--- src/rtl/core/lbsw_pkg.sv ---
`timescale 1ns / 1ps
`default_nettype none

package lbsw_pkg;

    // Fixed field widths
    localparam int SAMPLE_BITS   = 16;
    localparam int CFG_DATA_BITS = 16;
    localparam int CFG_IDX_BITS  = 2;
    localparam int SPREAD_BITS   = 4;
    localparam int OUT_IDX_BITS  = 16;

    // Configuration register indexes
    localparam logic [CFG_IDX_BITS-1:0] CFG_BAND_LOW   = 2'd0;
    localparam logic [CFG_IDX_BITS-1:0] CFG_BAND_HIGH  = 2'd1;
    localparam logic [CFG_IDX_BITS-1:0] CFG_MAX_SPREAD = 2'd2;

    // Configuration reset values
    localparam logic signed [SAMPLE_BITS-1:0] BAND_LOW_RST   = 16'sd18;
    localparam logic signed [SAMPLE_BITS-1:0] BAND_HIGH_RST  = 16'sd24;
    localparam logic [SPREAD_BITS-1:0]        MAX_SPREAD_RST = 4'd4;

    typedef struct packed {
        logic signed [SAMPLE_BITS-1:0] sample;
        logic                          last_sample;
    } t_in_word;

    typedef struct packed {
        logic                    report;
        logic                    clear_previous;
        logic [OUT_IDX_BITS-1:0] window_start;
        logic [OUT_IDX_BITS-1:0] window_end;
        logic                    stream_end;
        logic                    overflow;
    } t_out_word;

    typedef enum logic [11:0] {
        S_IDLE     = 12'b0000_0000_0001,
        S_MIN_RD   = 12'b0000_0000_0010,
        S_MIN_CHK  = 12'b0000_0000_0100,
        S_MIN_PUSH = 12'b0000_0000_1000,
        S_MIN_DROP = 12'b0000_0001_0000,
        S_MAX_RD   = 12'b0000_0010_0000,
        S_MAX_CHK  = 12'b0000_0100_0000,
        S_MAX_PUSH = 12'b0000_1000_0000,
        S_MAX_DROP = 12'b0001_0000_0000,
        S_LOOP_RD  = 12'b0010_0000_0000,
        S_LOOP_CHK = 12'b0100_0000_0000,
        S_DONE     = 12'b1000_0000_0000
    } t_state;

endpackage

`default_nettype wire

--- src/rtl/core/longest_bounded_spread_window_unit.sv ---
`timescale 1ns / 1ps
`default_nettype none

// Channel   Direction  Handshake                 Payload
// in        input      i_in_valid / o_in_stall   i_in_data  (t_in_word)
// out       output     o_out_valid / i_out_stall o_out_data (t_out_word)
// cfg       input      i_cfg_valid / o_cfg_ready i_cfg_index, i_cfg_data
//
// An in-band word holds the input, accept to next accept, for the back pops over
// both deques, a compare on each deque still non-empty when its back scan stops,
// a push into each deque, a drop of the oldest entry from each full deque and the
// passes of the purge and spread loop, the last one included; each pop and each
// loop pass is one read of a deque memory and one compare. An out-of-band word
// goes straight to the final step. Reset is synchronous, active low; the deque
// memories are not cleared. A result waits in the output register; the sequencer
// holds in its final step only while that register is still full and stalled.

module longest_bounded_spread_window_unit #(
    parameter int INDEX_BITS  = 16,
    parameter int QUEUE_DEPTH = 16
) (
    input  wire                                       i_clk,
    input  wire                                       i_rst_n,
    input  wire                                       i_in_valid,
    output logic                                      o_in_stall,
    input  wire  lbsw_pkg::t_in_word                  i_in_data,
    output logic                                      o_out_valid,
    input  wire                                       i_out_stall,
    output lbsw_pkg::t_out_word                       o_out_data,
    input  wire                                       i_cfg_valid,
    output logic                                      o_cfg_ready,
    input  wire  [lbsw_pkg::CFG_IDX_BITS-1:0]         i_cfg_index,
    input  wire  [lbsw_pkg::CFG_DATA_BITS-1:0]        i_cfg_data
);

    localparam int SB = lbsw_pkg::SAMPLE_BITS;
    localparam int OB = lbsw_pkg::OUT_IDX_BITS;
    localparam int IB = INDEX_BITS;
    localparam int QW = $clog2(QUEUE_DEPTH);
    localparam int CW = $clog2(QUEUE_DEPTH + 1);
    localparam int AW = QW + 1;
    localparam logic [IB-1:0] IDX_MAX   = {IB{1'b1}};
    localparam logic [AW-1:0] DEPTH_A   = AW'(QUEUE_DEPTH);
    localparam logic [CW-1:0] DEPTH_C   = CW'(QUEUE_DEPTH);
    localparam logic [QW-1:0] LAST_SLOT = QW'(QUEUE_DEPTH - 1);

    // Control registers
    lbsw_pkg::t_state r_state, n_state;
    logic [IB:0]      r_pos, n_pos;
    logic [IB:0]      r_wl, n_wl;
    logic [IB:0]      r_best, n_best;
    logic [QW-1:0]    r_min_head, n_min_head, r_max_head, n_max_head;
    logic [CW-1:0]    r_min_cnt, n_min_cnt, r_max_cnt, n_max_cnt;
    logic             r_ovf, n_ovf;
    logic             r_out_valid, n_out_valid;
    logic signed [SB-1:0]                   r_band_low, r_band_high;
    logic [lbsw_pkg::SPREAD_BITS-1:0]       r_spread;

    // Payload registers
    logic [IB-1:0]        r_idx, n_idx;
    logic signed [SB-1:0] r_s, n_s;
    logic                 r_last, n_last;
    logic                 r_inband, n_inband;
    lbsw_pkg::t_out_word  r_out, n_out;

    // Deque memories and registered read data
    logic [IB-1:0]        min_mem_idx [QUEUE_DEPTH];
    logic signed [SB-1:0] min_mem_val [QUEUE_DEPTH];
    logic [IB-1:0]        max_mem_idx [QUEUE_DEPTH];
    logic signed [SB-1:0] max_mem_val [QUEUE_DEPTH];
    logic [IB-1:0]        r_min_ridx, r_max_ridx;
    logic signed [SB-1:0] r_min_rval, r_max_rval;

    logic          min_we, max_we;
    logic [QW-1:0] min_waddr, max_waddr, min_raddr, max_raddr;

    // Address arithmetic
    logic [AW-1:0] min_sum, max_sum, min_bsum, max_bsum;
    logic [QW-1:0] min_push_pos, max_push_pos, min_back_pos, max_back_pos;
    logic [QW-1:0] min_head_inc, max_head_inc;
    logic          min_full, max_full;

    always_comb begin
        min_sum  = AW'(r_min_head) + AW'(r_min_cnt);
        max_sum  = AW'(r_max_head) + AW'(r_max_cnt);
        min_bsum = min_sum - AW'(1);
        max_bsum = max_sum - AW'(1);
        min_push_pos = (min_sum >= DEPTH_A) ? QW'(min_sum - DEPTH_A) : QW'(min_sum);
        max_push_pos = (max_sum >= DEPTH_A) ? QW'(max_sum - DEPTH_A) : QW'(max_sum);
        min_back_pos = (min_bsum >= DEPTH_A) ? QW'(min_bsum - DEPTH_A) : QW'(min_bsum);
        max_back_pos = (max_bsum >= DEPTH_A) ? QW'(max_bsum - DEPTH_A) : QW'(max_bsum);
        min_head_inc = (r_min_head == LAST_SLOT) ? '0 : r_min_head + QW'(1);
        max_head_inc = (r_max_head == LAST_SLOT) ? '0 : r_max_head + QW'(1);
        min_full = (r_min_cnt == DEPTH_C);
        max_full = (r_max_cnt == DEPTH_C);
    end

    // Datapath helpers
    logic [IB-1:0]        idx_now;
    logic                 inband_now;
    logic [IB:0]          min_rd_next, max_rd_next, m_next, cur_idx, len;
    logic [IB-1:0]        m_idx;
    logic signed [SB:0]   diff;
    logic                 min_stale, max_stale;
    logic [IB+OB:0]       wl_wide, idx_wide;

    always_comb begin
        idx_now     = r_pos[IB] ? IDX_MAX : r_pos[IB-1:0];
        inband_now  = !((i_in_data.sample < r_band_low) || (i_in_data.sample > r_band_high));
        min_rd_next = {1'b0, r_min_ridx} + (IB+1)'(1);
        max_rd_next = {1'b0, r_max_ridx} + (IB+1)'(1);
        m_idx       = (r_min_ridx < r_max_ridx) ? r_min_ridx : r_max_ridx;
        m_next      = {1'b0, m_idx} + (IB+1)'(1);
        diff        = {r_max_rval[SB-1], r_max_rval} - {r_min_rval[SB-1], r_min_rval};
        min_stale   = (r_min_cnt != '0) && ({1'b0, r_min_ridx} < r_wl);
        max_stale   = (r_max_cnt != '0) && ({1'b0, r_max_ridx} < r_wl);
        cur_idx     = {1'b0, r_idx};
        len         = (cur_idx >= r_wl) ? cur_idx - r_wl + (IB+1)'(1) : '0;
        wl_wide     = {{OB{1'b0}}, r_wl};
        idx_wide    = {{(OB+1){1'b0}}, r_idx};
    end

    // Sequencer
    always_comb begin
        n_state     = r_state;
        n_pos       = r_pos;
        n_wl        = r_wl;
        n_best      = r_best;
        n_min_head  = r_min_head;
        n_max_head  = r_max_head;
        n_min_cnt   = r_min_cnt;
        n_max_cnt   = r_max_cnt;
        n_ovf       = r_ovf;
        n_out_valid = r_out_valid;
        n_idx       = r_idx;
        n_s         = r_s;
        n_last      = r_last;
        n_inband    = r_inband;
        n_out       = r_out;
        min_we      = 1'b0;
        max_we      = 1'b0;
        min_waddr   = min_push_pos;
        max_waddr   = max_push_pos;
        min_raddr   = r_min_head;
        max_raddr   = r_max_head;

        // drop the output word once taken
        if (r_out_valid && !i_out_stall) begin
            n_out_valid = 1'b0;
        end

        case (r_state)
            lbsw_pkg::S_IDLE: begin
                if (i_in_valid) begin
                    if (r_pos[IB]) begin
                        n_ovf = 1'b1;
                    end else begin
                        n_pos = r_pos + (IB+1)'(1);
                    end
                    n_idx    = idx_now;
                    n_s      = i_in_data.sample;
                    n_last   = i_in_data.last_sample;
                    n_inband = inband_now;
                    if (!inband_now) begin
                        n_min_cnt  = '0;
                        n_max_cnt  = '0;
                        n_min_head = '0;
                        n_max_head = '0;
                        n_wl       = {1'b0, idx_now} + (IB+1)'(1);
                        n_state    = lbsw_pkg::S_DONE;
                    end else begin
                        n_state = lbsw_pkg::S_MIN_RD;
                    end
                end
            end
            lbsw_pkg::S_MIN_RD: begin
                min_raddr = min_back_pos;
                n_state = (r_min_cnt == '0) ? lbsw_pkg::S_MIN_PUSH : lbsw_pkg::S_MIN_CHK;
            end
            lbsw_pkg::S_MIN_CHK: begin
                if (r_min_rval >= r_s) begin
                    n_min_cnt = r_min_cnt - CW'(1);
                    n_state   = lbsw_pkg::S_MIN_RD;
                end else begin
                    n_state = lbsw_pkg::S_MIN_PUSH;
                end
            end
            lbsw_pkg::S_MIN_PUSH: begin
                min_we    = 1'b1;
                min_waddr = min_full ? r_min_head : min_push_pos;
                if (min_full) begin
                    n_min_head = min_head_inc;
                    n_state    = lbsw_pkg::S_MIN_DROP;
                end else begin
                    n_min_cnt = r_min_cnt + CW'(1);
                    n_state   = lbsw_pkg::S_MAX_RD;
                end
            end
            lbsw_pkg::S_MIN_DROP: begin
                if (min_rd_next > r_wl) begin
                    n_wl = min_rd_next;
                end
                n_state = lbsw_pkg::S_MAX_RD;
            end
            lbsw_pkg::S_MAX_RD: begin
                max_raddr = max_back_pos;
                n_state = (r_max_cnt == '0) ? lbsw_pkg::S_MAX_PUSH : lbsw_pkg::S_MAX_CHK;
            end
            lbsw_pkg::S_MAX_CHK: begin
                if (r_max_rval <= r_s) begin
                    n_max_cnt = r_max_cnt - CW'(1);
                    n_state   = lbsw_pkg::S_MAX_RD;
                end else begin
                    n_state = lbsw_pkg::S_MAX_PUSH;
                end
            end
            lbsw_pkg::S_MAX_PUSH: begin
                max_we    = 1'b1;
                max_waddr = max_full ? r_max_head : max_push_pos;
                if (max_full) begin
                    n_max_head = max_head_inc;
                    n_state    = lbsw_pkg::S_MAX_DROP;
                end else begin
                    n_max_cnt = r_max_cnt + CW'(1);
                    n_state   = lbsw_pkg::S_LOOP_RD;
                end
            end
            lbsw_pkg::S_MAX_DROP: begin
                if (max_rd_next > r_wl) begin
                    n_wl = max_rd_next;
                end
                n_state = lbsw_pkg::S_LOOP_RD;
            end
            lbsw_pkg::S_LOOP_RD: begin
                n_state = lbsw_pkg::S_LOOP_CHK;
            end
            lbsw_pkg::S_LOOP_CHK: begin
                // purge heads left of the window, then shrink until spread fits
                n_state = lbsw_pkg::S_LOOP_RD;
                if (min_stale) begin
                    n_min_head = min_head_inc;
                    n_min_cnt  = r_min_cnt - CW'(1);
                end else if (max_stale) begin
                    n_max_head = max_head_inc;
                    n_max_cnt  = r_max_cnt - CW'(1);
                end else if ((r_min_cnt == '0) || (r_max_cnt == '0)) begin
                    n_state = lbsw_pkg::S_DONE;
                end else if (diff <= $signed({{(SB-3){1'b0}}, r_spread})) begin
                    n_state = lbsw_pkg::S_DONE;
                end else begin
                    if (r_min_ridx <= r_max_ridx) begin
                        n_min_head = min_head_inc;
                        n_min_cnt  = r_min_cnt - CW'(1);
                    end
                    if (r_max_ridx <= r_min_ridx) begin
                        n_max_head = max_head_inc;
                        n_max_cnt  = r_max_cnt - CW'(1);
                    end
                    if (m_next > r_wl) begin
                        n_wl = m_next;
                    end
                end
            end
            lbsw_pkg::S_DONE: begin
                if (!r_out_valid || !i_out_stall) begin
                    n_out_valid          = 1'b1;
                    n_out.report         = 1'b0;
                    n_out.clear_previous = 1'b0;
                    n_out.window_start   = '0;
                    n_out.window_end     = '0;
                    n_out.stream_end     = r_last;
                    n_out.overflow       = r_ovf;
                    if (r_inband && (len != '0) && (len >= r_best)) begin
                        n_out.report         = 1'b1;
                        n_out.clear_previous = (len > r_best);
                        n_out.window_start   = wl_wide[OB-1:0];
                        n_out.window_end     = idx_wide[OB-1:0];
                        n_best               = len;
                    end
                    // end of stream: return the stream counters and deques to their reset state
                    if (r_last) begin
                        n_pos      = '0;
                        n_wl       = '0;
                        n_best     = '0;
                        n_min_head = '0;
                        n_max_head = '0;
                        n_min_cnt  = '0;
                        n_max_cnt  = '0;
                        n_ovf      = 1'b0;
                    end
                    n_state = lbsw_pkg::S_IDLE;
                end
            end
            default: begin
                n_state = lbsw_pkg::S_IDLE;
            end
        endcase
    end

    // Control state
    always_ff @(posedge i_clk) begin
        if (!i_rst_n) begin
            r_state     <= lbsw_pkg::S_IDLE;
            r_pos       <= '0;
            r_wl        <= '0;
            r_best      <= '0;
            r_min_head  <= '0;
            r_max_head  <= '0;
            r_min_cnt   <= '0;
            r_max_cnt   <= '0;
            r_ovf       <= 1'b0;
            r_out_valid <= 1'b0;
        end else begin
            r_state     <= n_state;
            r_pos       <= n_pos;
            r_wl        <= n_wl;
            r_best      <= n_best;
            r_min_head  <= n_min_head;
            r_max_head  <= n_max_head;
            r_min_cnt   <= n_min_cnt;
            r_max_cnt   <= n_max_cnt;
            r_ovf       <= n_ovf;
            r_out_valid <= n_out_valid;
        end
    end

    // Configuration registers
    always_ff @(posedge i_clk) begin
        if (!i_rst_n) begin
            r_band_low  <= lbsw_pkg::BAND_LOW_RST;
            r_band_high <= lbsw_pkg::BAND_HIGH_RST;
            r_spread    <= lbsw_pkg::MAX_SPREAD_RST;
        end else if (i_cfg_valid) begin
            case (i_cfg_index)
                lbsw_pkg::CFG_BAND_LOW:   r_band_low  <= $signed(i_cfg_data);
                lbsw_pkg::CFG_BAND_HIGH:  r_band_high <= $signed(i_cfg_data);
                lbsw_pkg::CFG_MAX_SPREAD: r_spread    <= i_cfg_data[lbsw_pkg::SPREAD_BITS-1:0];
                default: begin
                end
            endcase
        end
    end

    // Payload registers
    always_ff @(posedge i_clk) begin
        r_idx    <= n_idx;
        r_s      <= n_s;
        r_last   <= n_last;
        r_inband <= n_inband;
        r_out    <= n_out;
    end

    // Min deque memory
    always_ff @(posedge i_clk) begin
        if (min_we) begin
            min_mem_idx[min_waddr] <= r_idx;
            min_mem_val[min_waddr] <= r_s;
        end
        r_min_ridx <= min_mem_idx[min_raddr];
        r_min_rval <= min_mem_val[min_raddr];
    end

    // Max deque memory
    always_ff @(posedge i_clk) begin
        if (max_we) begin
            max_mem_idx[max_waddr] <= r_idx;
            max_mem_val[max_waddr] <= r_s;
        end
        r_max_ridx <= max_mem_idx[max_raddr];
        r_max_rval <= max_mem_val[max_raddr];
    end

    assign o_in_stall  = (r_state != lbsw_pkg::S_IDLE);
    assign o_out_valid = r_out_valid;
    assign o_out_data  = r_out;
    assign o_cfg_ready = 1'b1;

    // Checks
    a_cnt_bound: assert property (@(posedge i_clk) disable iff (!i_rst_n)
        (r_min_cnt <= DEPTH_C) && (r_max_cnt <= DEPTH_C))
        else $error("deque count past depth");

    a_busy_after_accept: assert property (@(posedge i_clk) disable iff (!i_rst_n)
        (i_in_valid && !o_in_stall) |=> o_in_stall)
        else $error("input taken while a word is in progress");

    a_pos_sat: assert property (@(posedge i_clk) disable iff (!i_rst_n)
        !(r_pos[IB] && (r_pos[IB-1:0] != '0)))
        else $error("index counter past saturation");

    a_clear_needs_report: assert property (@(posedge i_clk) disable iff (!i_rst_n)
        (o_out_valid && o_out_data.clear_previous) |-> o_out_data.report)
        else $error("clear without report");

endmodule

`default_nettype wire

--- config.mk ---
export PLATFORM = sky130hd
export DESIGN_NAME = longest_bounded_spread_window_unit
export DESIGN_NICKNAME = d
export VERILOG_FILES = /design/src/rtl/core/lbsw_pkg.sv /design/src/rtl/core/longest_bounded_spread_window_unit.sv
export SDC_FILE = /design/constraint.sdc
export NUM_CORES = 2
export LEC_CHECK = 0
export ABC_CLOCK_PERIOD_IN_PS = 7250
export BUFFER_PORTS_ARGS = -buffer_cell sky130_fd_sc_hd__buf_2
export CAP_MARGIN = 20
export CORE_MARGIN = 2
export CORE_UTILIZATION = 43
export CTS_CLUSTER_SIZE = 12
export DETAILED_ROUTE_END_ITERATION = 8
export GPL_ROUTABILITY_DRIVEN = 0
export GPL_TIMING_DRIVEN = 0
export HOLD_SLACK_MARGIN = 0.15
export PLACE_DENSITY_LB_ADDON = 0.08
export SETUP_SLACK_MARGIN = 0.2
export SKIP_CTS_REPAIR_TIMING = 1
export SLEW_MARGIN = 20
export SYNTH_ARGS = -nofsm -noshare
export SYNTH_HDL_FRONTEND = slang
export SYNTH_SLANG_ARGS = --single-unit
--- constraint.sdc ---
create_clock -name i_clk -period 7.25 [get_ports i_clk]
set_input_delay 0.725 -clock i_clk [delete_from_list [all_inputs] [get_ports i_clk]]
set_output_delay 0.725 -clock i_clk [all_outputs]
set_load 0.02 [all_outputs]
==> results.json <==
{
  "die_h_um": 371,
  "grt_util_all_layers": 0.251,
  "grt_max_degree": 22,
  "crit_path_top_delay_cell": "dfxtp_2",
  "yosys_most_used_dff": "edfxtp_1",
  "die_area_sq_um": 138000,
  "required_ns": 7.94,
  "grt_pass1_wl_mm": 250,
  "yosys.area_share.simple": 0.0991,
  "drc": 0,
  "cp-end-kind": "flip-flop",
  "syn_nets": 4588,
  "hold_path_end": "r_s[9]$_DFFE_PP_",
  "setup_ws_ns": 0.426,
  "ios": 79,
  "via_per_inst": 5.73,
  "synth_top_area_share": 0.568,
  "dp_slack_ns": -0.140,
  "drtPass1Iterations": 6,
  "synth_xor_area_frac": 0.0142,
  "yosys-top-cells-area": "edfxtp_1 (57%), dfxtp_1 (6.3%), ha_1 (5.5%)",
  "holdCritStartpoint": "i_in_data[10]",
  "ys_ff_latch": 1277,
  "hold_viol": 0,
  "dp_hpwl_mm": 124,
  "clk_pin_slew_ns": 0.06,
  "slew_headroom": 0.252,
  "synthesis.area_sq_um": 57900,
  "r2r_cells": 29,
  "dr_total_vias": 37100,
  "fin_skew_ns": 0.0516,
  "synth-edff-count": 1094,
  "numClockSinks": 1277,
  "fin_crit_sh": 0.941,
  "ys_top_cells_by_count": "edfxtp_1 (1094), nand2_1 (453), ha_1 (254)",
  "drive_gt1_frac": 0.145,
  "grt_setup_unrepaired": "no",
  "hold_class": "in2reg",
  "synth-seq-area-share": 0.631,
  "slew_viol_final": 0,
  "yosys.area.top_type": "edfxtp_1",
  "antenna_found_initial": 4,
  "diodes": 0,
  "peakVddDrop_mv": 0.228,
  "synth.area.mux_share": 0.0633,
  "core-area_sq_um": 133000,
  "clock_latency_ns": 0.80,
  "start_util": 0.434,
  "clockBufferDepth": 3,
  "placed_cell_area_sq_um": 62700,
  "fin_total_pwr_mw": 18.1,
  "syn_to_final_growth_pct": 16.4,
  "crit_fanout": 10,
  "first_global_vias": 36500,
  "cts_buffers": 142,
  "slowest_delay_ns": 0.44,
  "worstMarginPinSlew_ns": 1.12,
  "power_leakage_nw": 23.3,
  "fin_area_sq_um": 67300,
  "syn_inst": 4282,
  "row_count": 134,
  "maxCapViolCount": 0,
  "fmax_ghz": 0.147,
  "synth-async-reset-ratio": 0,
  "status": "completed",
  "port_buffers": 77,
  "wire_per_inst_um": 26.5,
  "synth_cell_types": 100,
  "worstPathArrival_ns": 7.51,
  "r2r-start": "r_min_ridx[14]$_DFF_P_",
  "crit_path_start_kind": "flip-flop",
  "timing.rr.end": "r_wl[11]$_SDFFE_PN0P_",
  "cts_root_buf": "clkbuf_16",
  "grt_overflow_total": 0,
  "synth_fa_ha_area_frac": 0.0591,
  "synth_top_family_by_area": "compound AO/OA/AOI/OAI gates",
  "powerDensity_nw_per_um2": 270,
  "drt_iter0_drc": 3267,
  "wirelength_mm": 172,
  "r2r_setup_slack_ns": 0.43,
  "setup_viol": 0,
  "nets": 4911,
  "cts_tree": "yes",
  "min_period_ns": 6.82,
  "min_path_cells": 1,
  "syn-mean-instance-area_sq_um": 13.5,
  "ant_nets": 0,
  "die_x_um": 371,
  "yosysMostFrequentCell": "edfxtp_1",
  "yosysWarnings": 0,
  "htreeDepth": 4,
  "path_class": "reg2reg",
  "synth_compound_area_frac": 0.105
}
-- how the worst max path moves through the flow --
stage	start	endpoint	slack, ns	cells after the start
after floorplan	r_min_ridx[13]$_DFF_P_	r_wl[11]$_SDFFE_PN0P_	1.88	28
after CTS	r_min_ridx[14]$_DFF_P_	r_wl[11]$_SDFFE_PN0P_	-0.16	29
final	r_min_ridx[14]$_DFF_P_	r_wl[11]$_SDFFE_PN0P_	0.43	29
after global routing	r_min_ridx[14]$_DFF_P_	r_wl[11]$_SDFFE_PN0P_	0.21	29
after detailed placement	r_min_ridx[14]$_DFF_P_	r_wl[11]$_SDFFE_PN0P_	-0.14	29
after global placement	r_min_ridx[12]$_DFF_P_	r_wl[11]$_SDFFE_PN0P_	-0.17	29
-- report_power, final --
part	total, mW	switching, mW	internal, mW
logic	2.61	1.64	0.976
registers	8.49	0.182	8.31
clock network	7.05	3.02	4.02
-- worst max-delay path: cells and delay by family, from the launching register on --
| kind | cells | cell delay (ns) |
|---|---|---|
| buffers and inverters | 6 | 1.28 |
| DFF | 1 | 0.44 |
| muxes | 2 | 0.45 |
| xor gates and xnor gates | 1 | 0.14 |
| AOI/OAI and AO/OA | 7 | 1.37 |
| and+or+nand+nor | 10 | 2.04 |
| adders and majority gates | 3 | 0.97 |
-- cell usage in the layout, fill, tap and decap left out, drive strengths merged, types with 172 or more instances in the layout --
cell | Yosys | layout
ha | 254 | 254
nand2 | 454 | 454
clkbuf | 140 | 343
a21oi | 236 | 236
buf | 69 | 246
dfxtp | 183 | 183
and2 | 172 | 172
inv | 186 | 192
a211oi | 216 | 216
edfxtp | 1094 | 1094
nor2 | 179 | 179
-- stage by stage --
step | hold WS (ns) | TNS (ns) | instances | utilization
after floorplan | 0.408 | 0 | 4282 | -
after detailed placement | 0.422 | -0.450 | 6226 | 0.470
after CTS | 0.0474 | -0.563 | 6484 | 0.504
final | 0.169 | 0 | 6487 | 0.504
after global routing | 0.150 | 0 | 6487 | 0.504
after global placement | 0.420 | -0.592 | 6127 | 0.453
-- layout make-up --
cell class / instances / area [sq um]
plain buffers: 209 / 932
clock buffers: 202 / 3920
clock inverters: 56 / 612
fillers: 11600 / 66100
inverters: 187 / 702
multi-input cells: 2609 / 20000
flip-flops and latches: 1277 / 36500
well taps: 1768 / 2210
repair buffers: 179 / 2420
-- flip-flops by register name (all words and copies together) (netlist names), 17 cells and up --
name / count
min_mem_idx: 256
max_mem_val: 256
r_pos: 17
o_out_data: 36
max_mem_idx: 256
min_mem_val: 256
r_best: 17
r_wl: 17
-- routing by layer --
metal  vias up  track usage  routed length [um]
li1      17000            -                   -
met1     18800        0.349               76500
met2      1104        0.409               81900
met3       236       0.0322                8360
met4         0       0.0788                4840
met5         -            0                   0
-- cells by family after synthesis --
| family | count (synthesis) |
|---|---|
| adders and majority gates | 266 |
| muxes | 203 |
| DFF | 1277 |
| and+or+nand+nor | 1158 |
| AOI/OAI and AO/OA | 887 |
| other | 1 |
| xor gates and xnor gates | 94 |
| buffers and inverters | 396 |
(Power assumes the default switching activity.)
